==> config.mk <==
export PLATFORM = sky130hd
export DESIGN_NAME = cse_front
export DESIGN_NICKNAME = d
export VERILOG_FILES = /design/src/hw/rtl/cse_front.sv
export SDC_FILE = /design/constraint.sdc
export NUM_CORES = 1
export LEC_CHECK = 0
export ABC_AREA = 1
export BUFFER_PORTS_ARGS = -buffer_cell sky130_fd_sc_hd__buf_2
export CORE_UTILIZATION = 60
export DETAILED_ROUTE_END_ITERATION = 10
export PLACE_DENSITY = 0.83
export SLEW_MARGIN = 20
export SYNTH_ARGS = -nofsm -noshare
export SYNTH_HDL_FRONTEND = slang
export SYNTH_SLANG_ARGS = --single-unit
export TNS_END_PERCENT = 5
==> constraint.sdc <==
create_clock -name clk -period 20.1 [get_ports clk]
set_clock_uncertainty 0.15 [all_clocks]
set_input_delay 1.005 -clock clk [delete_from_list [all_inputs] [get_ports clk]]
set_output_delay 1.005 -clock clk [all_outputs]
set_load 0.05 [all_outputs]
==> src/hw/rtl/cse_front.sv <==
// Front end: accepts requests and pushes them into a short queue.
`default_nettype none
module cse_front #(
	parameter int DEPTH = 4
) (
	input  wire logic         clk,
	input  wire logic         arst_n,
	input  wire logic         in_valid,
	output logic              in_ready,
	input  wire logic [198:0] in_data,
	output logic              q_valid,
	input  wire logic         q_pop,
	output logic      [198:0] q_data
);
	localparam int AW = $clog2(DEPTH);
	logic [198:0] buf_q [DEPTH];
	logic [AW-1:0] wr_q, rd_q;
	logic [AW:0] cnt_q;
	logic push;

	assign in_ready = (cnt_q != DEPTH[AW:0]);
	assign push = in_valid && in_ready;
	assign q_valid = (cnt_q != '0);
	assign q_data = buf_q[rd_q];

	always_ff @(posedge clk) begin
		if (push) begin
			buf_q[wr_q] <= in_data;
		end
	end

	always_ff @(posedge clk or negedge arst_n) begin
		if (!arst_n) begin
			wr_q <= '0;
			rd_q <= '0;
			cnt_q <= '0;
		end else begin
			if (push) begin
				wr_q <= wr_q + 1'b1;
			end
			if (q_pop && q_valid) begin
				rd_q <= rd_q + 1'b1;
			end
			cnt_q <= cnt_q + {{AW{1'b0}}, push} - {{AW{1'b0}}, q_pop && q_valid};
		end
	end

`ifndef SYNTHESIS
	a_no_overflow: assert property (@(posedge clk) disable iff (!arst_n)
		cnt_q <= DEPTH[AW:0]) else $error("queue overflow");
	a_pop_nonempty: assert property (@(posedge clk) disable iff (!arst_n)
		(cnt_q == '0) |=> (cnt_q <= 1)) else $error("pop from empty queue");
	a_full_stall: assert property (@(posedge clk) disable iff (!arst_n)
		(cnt_q == DEPTH[AW:0]) |-> !in_ready) else $error("full queue accepts");
`endif
endmodule
`default_nettype wire

# Word-level counts from Yosys, hierarchy flattened

Memory sizes are Yosys's and may differ from the RTL's.
Index checks and enable logic that the tools add are counted.

Eq/ne operators: 1
Muxes and demuxes: 2
$add $sub $neg: 4
Reductions and logical operators: 3

Operators by type and width:

| operator                                      | number |
|---|---|
| adder 2 x 1 -> 2 bit (second input constant)  | 2 |
| adder 3 x 1 -> 3 bit                          | 1 |
| inequality test 3 bit (second input constant) | 1 |
| nonzero test 3 bit                            | 1 |
| subtractor 3 x 1 -> 3 bit                     | 1 |
| logical AND 1 bit                             | 2 |
| two-way mux 1 bit                             | 2 |

Output and inout port bits: 201
Bits in registers: 7
RAM bits: 796
Word-level logic and storage cells: 14
Memories kept: 1

Memories:

| memory | depth | width | rd ports | clocked after memory_dff | write ports | line | RTL |
|---|---|---|---|---|---|---|---|
| buf_q  | 4     | 199   | 1        | 0                        | 1           | 16   | `logic [198:0] buf_q [DEPTH];` |

# Depth between registers and ports, before layout

Gate-level depths: netlist (run 1).

Depth in word-level cells: 4
Mapped depth: 12
Depth with buffers taken out: 12

# Worst setup path after synthesis (run 1)

No wires, ideal clock.

Kind: input to register
Start: input in_valid
End: memory buf_q[0][0], enable pin
Buffers on the path: 0
Data required time: 19188 ps
Stages: 2
Arrival time: 9449 ps
Path slack: 9738 ps
Setup time: 762 ps
Cell sequence: nand2_1 > nor2_1

Word-level cells in the longest chain between the ends: 3

Ends and longest elaborated chain:

| item                                    | line | RTL |
|---|---|---|
| start: declaration                      | 8    | `input wire logic in_valid,` |
| logical AND 1 bit                       | 22   | `assign push = in_valid && in_ready;` |
| two-way mux 1 bit                       | 27   | `if (push) begin` |
| two-way mux 1 bit (not written as such) | 28   | `buf_q[wr_q] <= in_data;` |
| end: declaration                        | 16   |  |

No other way between the ends.

# Final worst setup path (run 1)

Start: register rd_q[0]
End: output q_data[158]

Word-level cells in the longest chain between the ends: 1

Ends and longest elaborated chain:

| item                     | line | RTL |
|---|---|---|
| start: declaration       | 17   | `logic [AW-1:0] wr_q, rd_q;` |
| start signal: assignment | 42   | `rd_q <= rd_q + 1'b1;` |
| memory (4 x 199 bit)     | --   |  |
| end: declaration         | 13   | `output logic [198:0] q_data` |

No other way between the ends.

==> metrics.txt, run 1 <==
Synth Register Bits=803; Crit path required time=18950 ps; setup bufs post-CTS=0; sequential-to-total area share from yosys stat=0.765; startpoint types=flip-flop; FILL cells=3278; clock buffer depth=3; Ys Warns=0; total global-route track usage=0.254; DIE WIDTH=231 µm; Final min period=6160 ps; WS Path Type=flip-flop to primary output; TritonCTS Buffers=between 70 and 80; R2R Setup Slk=between 15000 and 20000 ps; number of detailed-route iterations in the first pass=6; Syn Std Cell Area=31500 µm²; MaxCap Viol Count=0; total grt overflow=0; worst skew pair latency=roughly 600 ps; DR vias/cell=5.43; die area=53400 µm²; hold buffers post-CTS=0; count of input and output buffers=403; H-tree levels=3; status=finished, final reports clean; Hold Fails Final Rpt=0; r2r endpoint=buf_q[3][73]$_DFFE_PP_; slowest stage cell, crit path=dfrtp_4; Area growth, synth to finish=15.6%; CP Max Fanout=110; most common cell after layout, fill and taps aside=edfxtp_1; library cells used by synthesis=16; commonest cells after routing, fill and taps aside=edfxtp_1, nand2_1, buf_2, nor2_1, o21ai_0; FMAX=0.162 GHz; RSZ-0062 raised after global routing=no; Wirelength per Cell=between 15 and 20 µm; layout cell share with drive strength beyond 1=0.180; Synth Instances=2579; Post-Syn Nets=2789; worst path cell trace=buf_4, buf_4, buf_4, nor2_1, nor2_1, o21ai_0, nand2_1, buf_2; first-pass GRT wire length=105 mm; CTS tree=built; setup TNS=0 ps; routed wire length=68.5 mm; slowest stage delay, CP=1130 ps; Worst-Margin Slew=1110 ps; Post-CTS Resized=0; number of global-route vias before repair=20100; row count=83; Starting DRT DRC Count=1836; final number of setup-violating endpoints=0; Final ANT Viol Nets=0; vias after detailed routing=around 20000; HPWL after DPL=~40 mm; die outline height=231 µm; startpoint of the worst-slack reg-to-reg timing path=cnt_q[1]$_DFF_PN0_; DRC=0; Worst path top cell family by delay=buffers and inverters; Final Max Slew Viols=0; Slew headroom=0.263; # IOs=404; Final period util=0.307; placer congestion estimate=slightly above 0.8; Top cell by count, worst path=buf_4; Root Driver=clkbuf_16; initial antenna violation count=22; crit path buf inv count=4; r2r worst-path depth=6; CTS Sinks=803; NumNets Final=3163; initial core utilization=0.610; Arr. time, crit path=5010 ps; Core ar.=51600 µm²; syn_area_per_cell=12.2 µm²; worst hold path type=input port to asynchronous set/reset pin; Crit. End Element=primary output; Clock transition at path regs=60 ps; largest net degree at the start of global routing=roughly 140
==> flip-flops by register name, summed over array words and instances (netlist names) <==
name / count
cnt_q: 3
wr_q: 2
rd_q: 2
buf_q: 796
==> area by class of cell <==
cell class	count	area [µm²]	area share
Inverter	215	822	0.0226
Antenna cell	18	45.0	0.00124
Timing Repair Buffer	426	2190	0.0603
Clock inverter	46	334	0.00918
Sequential cell	803	24100	0.662
Multi-Input combinational cell	1429	5970	0.164
Tap cell	680	851	0.0234
Clock buffer	97	2100	0.0576
==> cells in the mapped netlist, drive strengths merged <==
cell type	count	area, µm²
inv	215	807
buf	67	417
o21ai	398	1990
fa	1	20.0
nand3	5	25.0
dfrtp	7	175
nor2	403	1510
ha	6	75.1
edfxtp	796	23900
nand2	616	2310
clkbuf	65	244
==> worst reg2reg max path: stages, from the launching register on <==
cell	delay, ps
dfrtp_1	430
nor2_1	90
nand2_1	150
nand2_1	320
nor2_4	830
buf_4	810
buf_4	790
==> how the worst max path moves through the flow <==
stage	startpoint	endpoint	cells past startpoint
after global routing	rd_q[0]$_DFFE_PN0P_	q_data[158]	8
after CTS	rd_q[0]$_DFFE_PN0P_	q_data[118]	8
after global placement	rd_q[0]$_DFFE_PN0P_	q_data[146]	8
final	rd_q[0]$_DFFE_PN0P_	q_data[158]	8
after detailed placement	rd_q[0]$_DFFE_PN0P_	q_data[151]	8
after floorplan	in_valid	buf_q[0][0]$_DFFE_PP_	2
==> per-stage QoR <==
step	utilization	worst slack (ps)	instances	hold slack [ps]	cell area, µm²
after global routing	0.705	13630	3708	58.6	36400
after global placement	0.657	14790	3553	337	33900
after floorplan	-	9740	2579	291	31500
after CTS	0.704	13980	3696	42.5	36300
after detailed placement	0.657	14650	3553	349	33900
final	0.705	13940	3714	75.9	36400
==> cells by family (layout without fill, tap and decap cells) <==
kind of cell / after synthesis / in the layout / synth area share
AO/OA/AOI/OAI: 398 / 398 / 0.0633
adder cells (fa/ha/maj): 7 / 7 / 0.00302
buffers and inverters: 347 / 784 / 0.0466
flip-flops: 803 / 803 / 0.765
other: 0 / 18 / 0
AND/OR/NAND/NOR: 1024 / 1024 / 0.122
==> layer usage <==
metal | vias up | global-route usage | part of all wire
met5 | - | 0 | 0.00095
met4 | 12 | 0.123 | 0.039
met3 | 169 | 0.0536 | 0.074
met2 | 812 | 0.435 | 0.51
met1 | 9709 | 0.308 | 0.37
li1 | 9483 | - | -
Power of run 1 is left out: the tool's default activity adds up to more than one toggle a clock period on the data nets, which glitch-free logic cannot reach.
==> run 2: changes to the inputs <==
--- a/config.mk
+++ b/config.mk
@@ -5,11 +5,11 @@
 export SDC_FILE = /design/constraint.sdc
 export NUM_CORES = 1
 export LEC_CHECK = 0
-export ABC_AREA = 1
+export ABC_AREA = 0
 export BUFFER_PORTS_ARGS = -buffer_cell sky130_fd_sc_hd__buf_2
-export CORE_UTILIZATION = 60
+export CORE_UTILIZATION = 57
 export DETAILED_ROUTE_END_ITERATION = 10
-export PLACE_DENSITY = 0.83
+export PLACE_DENSITY = 0.8
 export SLEW_MARGIN = 20
 export SYNTH_ARGS = -nofsm -noshare
 export SYNTH_HDL_FRONTEND = slang
==> constraint.sdc (replaced) <==
create_clock -name clk -period 6 [get_ports clk]
set_clock_uncertainty 0.15 [all_clocks]
set_input_delay 0.3 -clock clk [delete_from_list [all_inputs] [get_ports clk]]
set_output_delay 0.3 -clock clk [all_outputs]
set_load 0.05 [all_outputs]
==> run 2 against run 1 <==
  * First-iteration DRC count fell by 34%
  * Design area barely moved
  * Via count fell by 28%
  * Core utilization rose by 1.6 points
  * Sequential cell count did not move
  * Count of clock-buffer cells in the layout did not move
  * Sequential share of layout area barely moved
  * Routed wire length fell by 1.8%
  * Critical endpoint is now q_data[159]
  * Largest cell class unchanged
  * Highest routed layer unchanged
==> metrics.txt, run 2 <==
Synth Instances=1081; worst skew pair latency=about 620 ps; Synth Area in Compound Gates=0.00111; layout cell share with drive strength beyond 1=0.406; commonest cells after routing, fill and taps aside=edfxtp_1, buf_2, dlygate4sd3_1, mux4_2, clkbuf_16; worst path cell trace=buf_12, mux4_2, buf_2; total grt overflow=0; Synth Area in Adders=0.00324; DP Cell Count=2123; max reg flops=a little under 800; slowest stage cell, crit path=dfrtp_4; Synth top cells by count=edfxtp_1, mux4_2, buf_12, buf_2, dfrtp_1; NumNets Final=1945; Post-Layout Cell Count=2472; main combinational cell family by area after synthesis=multiplexers; DIE WIDTH=229 µm; count of input and output buffers=403; Synth Register Bits=803; clock buffer depth=3; Post-Synth XOR/XNOR Area=0.00119; RSZ-0062 raised after global routing=no; sequential-to-total area share from yosys stat=0.819; Placed Area=31900 µm²; vias after detailed routing=14500; DRC=0; Pwr Density=561 nW/µm²; Static Leak=~12 nW; syn_area_per_cell=~27 µm²; # IOs=404; most common cell in the netlist=edfxtp_1; Synth area leader=edfxtp_1; H-tree levels=3; number of detailed-route iterations in the first pass=5; worst hold path type=input port to flip-flop; Worst-Margin Slew=1020 ps; post-synthesis mux area share=0.152; Final ANT Viol Nets=0; HPWL after DPL=between 30 and 40 mm; Post-Syn Nets=1291; library cells used by synthesis=22; Ys Warns=0; share of the synthesized area in the top cell type=0.813; TritonCTS Buffers=just under 80; first-pass GRT wire length=99.0 mm; Final period util=0.598; Simple-Gate Fraction of Synth Area=0.00341; Final Max Slew Viols=0; status=finished, final reports clean; placer congestion estimate=0.750; peak supply drop=0.407 mV; startpoint types=flip-flop; row count=82; Post-synth EDFFs=796; Core ar.=50500 µm²; Hold Fails Final Rpt=0; routed wire length=67.2 mm; Crit path required time=approximately 5600 ps; CTS Sinks=803; Clock transition at path regs=~60 ps; Wirelength per Cell=27.2 µm; die outline height=about 230 µm; total global-route track usage=0.261; Root Driver=clkbuf_16; Final min period=around 3600 ps; DR vias/cell=5.85; Slew headroom=0.319; most common cell after layout, fill and taps aside=edfxtp_1; Syn Std Cell Area=29400 µm²; Largest Register=buf_q; Crit. End Element=primary output; MaxCap Viol Count=0; CP Max Fanout=90; Arr. time, crit path=3140 ps; WS Path Type=flip-flop to primary output; Starting DRT DRC Count=about 1200; Final Cell Area=36400 µm²; FMAX=around 0.28 GHz; Synth Flop Type=edfxtp_1; Post-CTS Resized=0; final number of setup-violating endpoints=0; die area=roughly 52000 µm²; slowest stage delay, CP=870 ps; Area contributors post-synth=edfxtp_1, mux4_2, buf_12; ys async rst share=0.00872; number of global-route vias before repair=15500; CTS tree=built; initial antenna violation count=6; Area growth, synth to finish=23.8%; largest net degree at the start of global routing=~120; final core utilization=0.721; initial core utilization=0.582; Regs by FF count=buf_q: 796 flops, cnt_q: 3 flops
[run 2: cell count changes after synthesis, moves of 11 or more]
cell	before	now
buf_4	12	1
clkbuf_1	65	2
buf_1	14	0
inv_1	214	6
o21ai_0	298	0
mux4_2	0	199
nor2_1	403	0
buf_12	0	21
o21ai_1	100	0
nand2_1	616	1
[run 2: cell families after synthesis]
kind of cell	Yosys count
AOI/OAI and AO/OA	4
xor gates and xnor gates	4
adders and majority gates	7
buffers and inverters	51
DFF	803
muxes	199
and+or+nand+nor	13
[run 2: worst max-delay path: cells and delay by family (launching register included)]
kind     cells  cell delay [ps]
buf+inv      2              870
flops        1              870
mux          1              640
[run 2: final timing paths]
kind | startpoint | end | slack (ps) | depth (start not counted)
worst max-delay path | rd_q[0]$_DFFE_PN0P_ | q_data[159] | 2410 | 3
worst min-delay path | in_data[198] | buf_q[0][198]$_DFFE_PP_ | 280 | 2
worst max register to register | cnt_q[1]$_DFF_PN0_ | buf_q[2][167]$_DFFE_PP_ | 3100 | 3
worst min register to register | cnt_q[0]$_DFF_PN0_ | cnt_q[0]$_DFF_PN0_ | 490 | 1
max in group asynchronous | arst_n | rd_q[0]$_DFFE_PN0P_ | 4830 | 3
min in group asynchronous | arst_n | cnt_q[2]$_DFF_PN0_ | 570 | 3
[run 2: through the flow]
stage                     TNS [ps]  worst slack (ps)  total power, W  hold slack [ps]
after global placement           0              3030          0.0155             4.04
final                            0              2410          0.0204              283
after detailed placement         0              3030          0.0156             2.58
after CTS                        0              2360          0.0205              231
after floorplan             -14210             -23.8          0.0142             -146
after global routing             0              2200          0.0211              257
[run 2: layout make-up]
type,count,area [µm²]
multi-input cells,227,4760
clock buffers,97,2090
fillers,2811,14100
diodes,3,7.51
clock inverters,46,359
inverters,6,22.5
flip-flops and latches,803,24100
repair buffers,618,4240
well taps,672,841
[run 2: metal layers]
metal,share of wire,wire length [µm],global-route usage
met1,0.36,24300,0.327
met4,0.029,1930,0.0798
met3,0.094,6290,0.0842
met2,0.52,34700,0.438
met5,0.00055,37,0
[run 2: repair_timing]
| action | in CTS | in global routing |
|---|---|---|
| endpoints found under the setup margin | 0 | 0 |
| hold buffers | 203 | 0 |
| buffers inserted | 0 | 0 |
| hold endpoints to repair | 807 | 0 |
[run 2: power breakdown]
part / total, W / internal (W) / switching (W)
Clock: 0.00472 / 0.00262 / 0.00210
Combinational: 0.00786 / 0.00228 / 0.00558
Sequential: 0.00785 / 0.00740 / 0.000446
Power figures use the tool's default switching activity.
==> run 3: changes to the inputs <==
==> constraint.sdc (replaced) <==
create_clock -name clk -period 3.48 [get_ports clk]
set_clock_uncertainty 0.15 [all_clocks]
set_input_delay 0.174 -clock clk [delete_from_list [all_inputs] [get_ports clk]]
set_output_delay 0.174 -clock clk [all_outputs]
set_load 0.05 [all_outputs]
==> run 3 against run 2 <==
  * Register-to-register slack worse by 2300 ps
  * Highest routed layer is now met4
  * Global-route usage down 0.65 points
  * Largest cell class unchanged
  * Design area is 0.65% higher
  * Critical path type unchanged
  * Core utilization is 0.47 points higher
  * Die area unchanged
  * Routed wire length shrank 2.8%
  * Cell count is 0.57% higher
  * Clock power increased by 71%
  * Non-clock buffer count rose by 14
==> metrics.txt, run 3 (synthesized netlist as in run 2, its figures left out) <==
peak supply drop=0.774 mV; number of detailed-route iterations in the first pass=5; Worst-Margin Slew=959 ps; CP Max Fanout=27; startpoint types=flip-flop; DIE WIDTH=approximately 230 µm; Final Max Slew Viols=0; most common cell after layout, fill and taps aside=edfxtp_1; Clock transition at path regs=60 ps; number of global-route vias before repair=between 15000 and 20000; Area growth, synth to finish=24.7%; startpoint of the worst-slack reg-to-reg timing path=cnt_q[1]$_DFF_PN0_; DRC=0; largest net degree at the start of global routing=116; Hold Fails Final Rpt=0; Hold Crit Start=in_data[155]; FMAX=0.326 GHz; Core ar.=50500 µm²; initial antenna violation count=4; total grt overflow=0; Regs by FF count=buf_q: 796 flops, cnt_q: 3 flops; Met1 Wirelength=23.6 mm; WS Path Type=flip-flop to primary output; max reg flops=796; Wirelength per Cell=~26 µm; initial core utilization=0.582; Final min period=3070 ps; CTS Sinks=803; commonest cells after routing, fill and taps aside=edfxtp_1, buf_2, dlygate4sd3_1, mux4_2, clkbuf_16; met2 wire len=33.8 mm; vias after detailed routing=14400; Largest Register=buf_q; MaxCap Viol Count=0; Root Driver=clkbuf_16; DR WL met3=6.09 mm; Starting DRT DRC Count=1273; Arr. time, crit path=2750 ps; layout cell share with drive strength beyond 1=0.410; die outline height=about 230 µm; Placed Area=32200 µm²; Static Leak=12.6 nW; Overall Power=0.0355 W; die area=52500 µm²; R2R Setup Slk=just over 800 ps; Post-Layout Cell Count=2486; Final ANT Viol Nets=0; worst hold path type=input port to flip-flop; H-tree levels=3; status=finished, final reports clean; placer congestion estimate=0.757; FILL cells=approximately 2800; routed wire length=around 65 mm; row count=82; final core utilization=0.726; count of input and output buffers=403; RSZ-0062 raised after global routing=no; r2r endpoint=cnt_q[2]$_DFF_PN0_; Pwr Density=968 nW/µm²; TritonCTS Buffers=78; Crit. End Element=primary output; DR vias/cell=roughly 5.8; # IOs=404; HPWL after DPL=34.1 mm; total global-route track usage=0.254; CTS tree=built; NumNets Final=1958; Max Used Layer=met4; Final period util=0.882; Worst Hold End=buf_q[3][155]$_DFFE_PP_; final number of setup-violating endpoints=0; worst skew pair latency=600 ps; clock buffer depth=3; Crit path required time=3160 ps; hold path cells=2; Final Cell Area=around 37000 µm²; DP Cell Count=2137; r2r worst-path depth=9; Slew headroom=0.361; first-pass GRT wire length=a little under 100 mm
## run 3: where the power goes
part	internal [W]	switching, W
registers	0.0128	0.000783
clock network	0.00464	0.00345
logic	0.00417	0.00970
## run 3: per-stage QoR
step	setup slack, ps	hold slack [ps]	setup TNS, ps
floorplan	-248	-272	-197240
detailed placement	796	-129	0
global placement	838	-129	0
CTS	356	109	0
global route	289	141	0
finish	409	160	0
## run 3: cell type report
cell class / instances / area (µm²) / share of cell area
flip-flops and latches: 803 / 24100 / 0.657
multi-input cells: 227 / 4760 / 0.130
repair buffers: 632 / 4480 / 0.122
clock buffers: 98 / 2090 / 0.0571
well taps: 672 / 841 / 0.0229
clock inverters: 42 / 342 / 0.00932
inverters: 6 / 22.5 / 0.000615
diodes: 6 / 15.0 / 0.000410
## run 3: critical path, stage by stage (launching register included)
cell     delay (ps)
dfrtp_4         870
buf_4           420
mux4_2          600
buf_2           240
## run 3: worst max-delay path by stage
stage,from,to,slack [ps],cells past startpoint
final,rd_q[0]$_DFFE_PN0P_,q_data[93],410,3
after global routing,rd_q[0]$_DFFE_PN0P_,q_data[93],290,3
after floorplan,cnt_q[2]$_DFF_PN0_,buf_q[0][0]$_DFFE_PP_,-250,2
after detailed placement,cnt_q[1]$_DFF_PN0_,cnt_q[2]$_DFF_PN0_,800,9
after CTS,rd_q[0]$_DFFE_PN0P_,q_data[159],360,3
after global placement,cnt_q[1]$_DFF_PN0_,cnt_q[2]$_DFF_PN0_,840,9
## run 3: layer usage
metal	track usage	vias up
met3	0.0750	117
met4	0.0798	0
li1	-	6057
met5	0	-
met1	0.322	7414
met2	0.427	776
## run 3: repair_timing
action / 4_1_cts / 5_1_grt
gates resized for setup: 0 / 0
endpoints found under the hold margin: 807 / 0
hold buffers: 203 / 0
buffers inserted: 0 / 0
